--- src/rtl/core/hyperloglog_register_update_top_assert.svh ---
// Assertion macros for the HyperLogLog register engine.
// Each check is clocked on clk and held off while arst_n is low.
`ifndef HYPERLOGLOG_REGISTER_UPDATE_TOP_ASSERT_SVH
`define HYPERLOGLOG_REGISTER_UPDATE_TOP_ASSERT_SVH

`ifndef NO_ASSERTIONS
`define HLL_ASSERT_IMPL(lbl, ante, cons) \
	lbl: assert property (@(posedge clk) disable iff (!arst_n) (ante) |-> (cons)) \
		else $error("same-cycle implication check failed");
`define HLL_ASSERT_NEXT(lbl, ante, cons) \
	lbl: assert property (@(posedge clk) disable iff (!arst_n) (ante) |=> (cons)) \
		else $error("next-cycle implication check failed");
`else
`define HLL_ASSERT_IMPL(lbl, ante, cons)
`define HLL_ASSERT_NEXT(lbl, ante, cons)
`endif

`endif

--- src/rtl/core/hllru_pkg.sv ---
package hllru_pkg;

	localparam int PRECISION = 12;
	localparam int IDX_W = PRECISION;
	localparam int REG_CNT = 1 << PRECISION;
	localparam int CNT_W = PRECISION + 1;
	localparam int FRAC_BITS = 63 - PRECISION;
	// Width of the hash bits above the index, sentinel bit included.
	localparam int RHO_W = 65 - PRECISION;
	localparam int GRP_N = (RHO_W + 7) / 8;
	localparam int PAD_W = GRP_N * 8;

	localparam int MIX_SHIFT = 33;
	localparam logic [63:0] MIX_MUL_A = 64'hFF51AFD7ED558CCD;
	localparam logic [63:0] MIX_MUL_B = 64'hC4CEB9FE1A85EC53;
	localparam logic [63:0] HARM_INIT = 64'(REG_CNT) << FRAC_BITS;

	// Steps of one 64 by 64 bit multiply on the shared 32 by 32 bit unit.
	localparam logic [1:0] MS_LL  = 2'd0;
	localparam logic [1:0] MS_HL  = 2'd1;
	localparam logic [1:0] MS_LH  = 2'd2;
	localparam logic [1:0] MS_SUM = 2'd3;

	typedef struct packed {
		logic        action;
		logic [63:0] item_value;
		logic [11:0] merge_index;
		logic [5:0]  merge_value;
	} hll_in_t;

	typedef struct packed {
		logic [11:0] reg_index;
		logic [5:0]  reg_value;
		logic        changed;
		logic [12:0] zero_regs;
		logic [63:0] recip_sum;
	} hll_out_t;

	typedef struct packed {
		logic       clr_wr;
		logic       take;
		logic       mul_go;
		logic [1:0] mstep;
		logic       k_sel;
		logic       grp_en;
		logic       rho_en;
		logic       rd_en;
		logic       upd_en;
		logic       fin_en;
	} hll_cmd_t;

	typedef struct packed {
		logic clr_last;
		logic merge;
		logic can_load;
	} hll_sts_t;

	function automatic logic [63:0] mix_shift(logic [63:0] x);
		return x ^ (x >> MIX_SHIFT);
	endfunction

	function automatic logic [63:0] term_of(logic [5:0] r);
		if (r > 6'(FRAC_BITS)) begin
			return '0;
		end
		return 64'(1) << (6'(FRAC_BITS) - r);
	endfunction

endpackage

--- src/rtl/core/hllru_ctrl.sv ---
module hllru_ctrl import hllru_pkg::*; (
	input  logic     clk,
	input  logic     arst_n,
	input  logic     in_valid,
	output logic     in_ready,
	input  hll_sts_t sts,
	output hll_cmd_t cmd
);

	localparam logic [3:0] ST_CLEAR = 4'd0;
	localparam logic [3:0] ST_IDLE  = 4'd1;
	localparam logic [3:0] ST_MUL0  = 4'd2;
	localparam logic [3:0] ST_MUL1  = 4'd3;
	localparam logic [3:0] ST_MUL2  = 4'd4;
	localparam logic [3:0] ST_MUL3  = 4'd5;
	localparam logic [3:0] ST_CTZ   = 4'd6;
	localparam logic [3:0] ST_RHO   = 4'd7;
	localparam logic [3:0] ST_READ  = 4'd8;
	localparam logic [3:0] ST_UPD   = 4'd9;
	localparam logic [3:0] ST_FIN   = 4'd10;

	logic [3:0] state_q;
	logic [3:0] state_d;
	// Low during the first murmur multiply, high during the second.
	logic       round_q;

	assign in_ready = (state_q == ST_IDLE);

	always_comb begin
		cmd = '0;
		state_d = state_q;
		case (state_q)
			ST_CLEAR: begin
				cmd.clr_wr = 1'b1;
				if (sts.clr_last) begin
					state_d = ST_IDLE;
				end
			end
			ST_IDLE: begin
				if (in_valid) begin
					cmd.take = 1'b1;
					state_d = sts.merge ? ST_READ : ST_MUL0;
				end
			end
			ST_MUL0: begin
				cmd.mul_go = 1'b1;
				cmd.mstep = MS_LL;
				cmd.k_sel = round_q;
				state_d = ST_MUL1;
			end
			ST_MUL1: begin
				cmd.mul_go = 1'b1;
				cmd.mstep = MS_HL;
				cmd.k_sel = round_q;
				state_d = ST_MUL2;
			end
			ST_MUL2: begin
				cmd.mul_go = 1'b1;
				cmd.mstep = MS_LH;
				cmd.k_sel = round_q;
				state_d = ST_MUL3;
			end
			ST_MUL3: begin
				cmd.mul_go = 1'b1;
				cmd.mstep = MS_SUM;
				cmd.k_sel = round_q;
				state_d = round_q ? ST_CTZ : ST_MUL0;
			end
			ST_CTZ: begin
				cmd.grp_en = 1'b1;
				state_d = ST_RHO;
			end
			ST_RHO: begin
				cmd.rho_en = 1'b1;
				cmd.rd_en = 1'b1;
				state_d = ST_UPD;
			end
			ST_READ: begin
				cmd.rd_en = 1'b1;
				state_d = ST_UPD;
			end
			ST_UPD: begin
				cmd.upd_en = 1'b1;
				state_d = ST_FIN;
			end
			ST_FIN: begin
				cmd.fin_en = 1'b1;
				if (sts.can_load) begin
					state_d = ST_IDLE;
				end
			end
			default: begin
				state_d = ST_IDLE;
			end
		endcase
	end

	always_ff @(posedge clk or negedge arst_n) begin
		if (!arst_n) begin
			state_q <= ST_CLEAR;
			round_q <= 1'b0;
		end else begin
			state_q <= state_d;
			if (state_q == ST_MUL3) begin
				round_q <= ~round_q;
			end
		end
	end

endmodule

--- config.mk ---
export PLATFORM = sky130hd
export DESIGN_NAME = hllru_ctrl
export DESIGN_NICKNAME = d
export VERILOG_FILES = /design/src/rtl/core/hyperloglog_register_update_top_assert.svh /design/src/rtl/core/hllru_pkg.sv /design/src/rtl/core/hllru_ctrl.sv
export SDC_FILE = /design/constraint.sdc
export NUM_CORES = 1
export LEC_CHECK = 0
export ABC_AREA = 0
export BUFFER_PORTS_ARGS = -buffer_cell sky130_fd_sc_hd__buf_2
export CAP_MARGIN = 20
export CORE_AREA = 5 5 42 44
export CTS_BUF_LIST = sky130_fd_sc_hd__clkbuf_4
export CTS_CLUSTER_DIAMETER = 60
export CTS_CLUSTER_SIZE = 20
export DETAILED_ROUTE_END_ITERATION = 10
export DIE_AREA = 0 0 47 49
export MAX_ROUTING_LAYER = met4
export PLACE_DENSITY = 0.65
export SLEW_MARGIN = 15
export SYNTH_ARGS = -nofsm -noshare
export SYNTH_HDL_FRONTEND = slang
export SYNTH_SLANG_ARGS = --single-unit
--- constraint.sdc ---
create_clock -name clk -period 1.77 [get_ports clk]
set_input_delay 0.177 -clock clk [delete_from_list [all_inputs] [get_ports clk]]
set_output_delay 0.177 -clock clk [all_outputs]
set_load 0.005 [all_outputs]
==> impl_metrics.toml <==
[grt]
grt_max_degree = 17
gr-usage-met2_pct = 13.1
grt_pass1_vias = 372
top_usage_layer = "met2"
use_met3_pct = 5.54
grt_pass1_wl_um = 1610
grt_use_met1_pct = 12.9
antenna_found_initial = 0
grt_usage_pct = 10.4
grt.overflow.total = 0

[clock_network]
cts_inserted_buffers = 3
h-tree-depth = 1
post_cts_resized = 0
cts_tree = "yes"
clock_latency_ns = 0.25
path_clk_slew_ns = 0.05
cts_sinks = 5
cts_root_buf = "clkbuf_4"
max-clock-path-buffers = 2

[timing]
setup_slack_ns = 0.0998
worst_pin_slew_ns = 0.510
finalHoldViolations = 0
fmax_mhz = 599
finalCriticalPeriod_ns = 1.67
whs_ns = 0.265
setup_viol = 0
rsz0062_at_grt = "no"
fin_skew_ns = 0.00896
fin_setup_tns_ns = 0
maxSlewViolCount = 0
period_share_pct = 94.4
slew_headroom_pct = 66.0

[synth]
synth-main-ff-cell = "dfrtp_1"
syn-num-nets = 56
synthMuxAreaShare_pct = 0
synth_seq_cells = 5
yosysWarnings = 0
ys_seq_area_share_pct = 27.9
yosys-top-cells-area = "dfrtp_1 28%, buf_6 10%, nor2_1 5.8%"
synthCells = 50
post-synth-top-area-cell = "dfrtp_1"
synth-xor-area-share_pct = 3.90
synth_fa_ha_area_share_pct = 0
synth_cell_types = 31
yosysMostFrequentCell = "nor2_1"
ys_top_cells_by_count = "7 x nor2_1, 5 x dfrtp_1, 4 x buf_6, 4 x nand2b_1, 3 x and2_1"
synth-simple-area-share_pct = 31.2
synthArstFlopShare_pct = 100
synth_edf_count = 0
synth.top_cell.area_share_pct = 27.9
synthesis.area_sq_um = 449
syn_area_per_cell_sq_um = 8.98
synth_top_family_by_area = "simple AND/OR/NAND/NOR gates"
synth_compound_area_share_pct = 24.5

[floorplanning]
io_pins = 18
chipHeight_um = 49
floorplan.core_area_sq_mm = 0.00140
row_count = 14
fp.dieArea_sq_mm = 0.00230
die_w_um = 47
start_util_pct = 32.1

[placement]
dp.cells = 78
dp_slack_ns = 0.376
place_congestion = 0.734
hpwlAfterDp_um = 708
placed_area_sq_um = 502
io_buffers = 17

[run]
cap_violations = 0

[worst_setup_path]
end_kind = "output pin"
cp.arrival_ns = 1.49
r2r_start = "state_q[1]"
reg2reg_slack_ns = 0.47
path_max_fanout = 16
worst_path_max_delay_cell = "dfrtp_1"
cp.depth = 4
start_kind = "flop"
path_class = "flop to output pin"
r2r-end = "state_q[3]"
cp_num_buf_inv = 1
crit_required_ns = 1.59
cp_cell_sequence = "nand2b_4 > nor3_2 > and2_1 > buf_2"
r2r_cells = 3
critPathTopFamily = "flip-flops"
slowest_delay_ns = 0.65

[power]
leakage_nw = 0.268
p_per_area_mw_per_mm2 = 1890
peakVddDrop_v = 0.00114

[drt]
routedWlPerCell_um = 11.9
vias = 411
dr.pass1.iters = 4
antenna_left = 0
routed_wl_um = 987
routed_via_density = 4.95
drc = 0
drt_iter0_drc = 4

[final_layout]
n_fill_cell = 159
diodes = 0
drive_above_1_share_pct = 41.8
syn_to_final_growth_pct = 20.6
fin_area_sq_um = 542
final_cell_count_no_fill = 83
layout.nets = 74

[min_path]
hp-class = "input port to asynchronous set/reset pin"

[run_status]
status = "completed"
[routing by layer]
metal,wire [um],share of wire [%]
met1,444,45
met2,445,45
met3,76,7.7
met4,21,2.1
met5,0,0
[layout by cell type (no fill, tap or decap)]
cell type      synthesis  final
inv_1                  1      1
clkbuf_4               0      4
a2bb2oi_1              1      1
buf_2                  0     17
dfrtp_1                5      5
nand4b_1               1      1
a21o_1                 1      1
xor2_1                 1      1
o21a_1                 1      1
nand2_1                2      2
nor2_2                 1      1
and2_1                 3      3
nor3_1                 1      1
a311oi_2               1      1
dlygate4sd3_1          0      1
a21oi_1                1      1
nand2b_4               1      1
nor2_1                 7      7
nor2b_1                1      1
nor3_2                 1      1
o31ai_1                1      1
o21ai_2                1      1
o31a_1                 1      1
nor4_1                 1      1
o21ai_1                1      1
a22oi_1                1      1
xnor2_1                1      1
or3_1                  1      1
a221oi_2               1      1
o21ai_0                1      1
nand2b_1               4      4
a21oi_2                1      1
[sequential cells by signal, summed over array words and instances, names as in the netlist]
register	count
round_q	1
state_q	4
[per-stage QoR]
step / total power, mW / utilization (%)
final: 1.02 / 38.7
after global routing: 1.12 / 38.7
after CTS: 1.04 / 38.7
after detailed placement: 0.876 / 35.8
after global placement: 0.867 / 35.8
after floorplan: 0.789 / -
[how the worst max path moves through the flow]
stage,start,endpoint,slack [ns]
floorplan,state_q[1],cmd[9],0.67
global placement,state_q[1],cmd[9],0.37
detailed placement,state_q[1],cmd[9],0.38
CTS,state_q[1],cmd[9],0.10
global route,state_q[1],cmd[9],0.02
finish,state_q[1],cmd[9],0.1
[area by class of cell]
type,instances,area (sq um),area share [%]
Inverter,1,3.75,0.693
Sequential cell,5,125,23.1
Tap cell,16,20.0,3.70
Timing Repair Buffer,18,95.1,17.6
Clock buffer,4,30.0,5.54
Multi-Input combinational cell,39,268,49.4
[logic make-up after synthesis]
logic type                after synthesis
AOI/OAI and AO/OA                      13
xor gates and xnor gates                2
buffers and inverters                   6
DFF                                     5
and+or+nand+nor                        24
[report_power, final]
| part | internal, mW | switching (mW) | leakage [nW] |
|---|---|---|---|
| Combinational | 0.295 | 0.224 | 0.189 |
| Clock | 0.101 | 0.0538 | 0.0184 |
| Sequential | 0.169 | 0.181 | 0.0604 |
[what timing repair did]
action	in CTS	in global routing
setup buffers	0	0
hold buffers	1	0
hold endpoints to repair	5	0
Power figures use the tool's default switching activity.
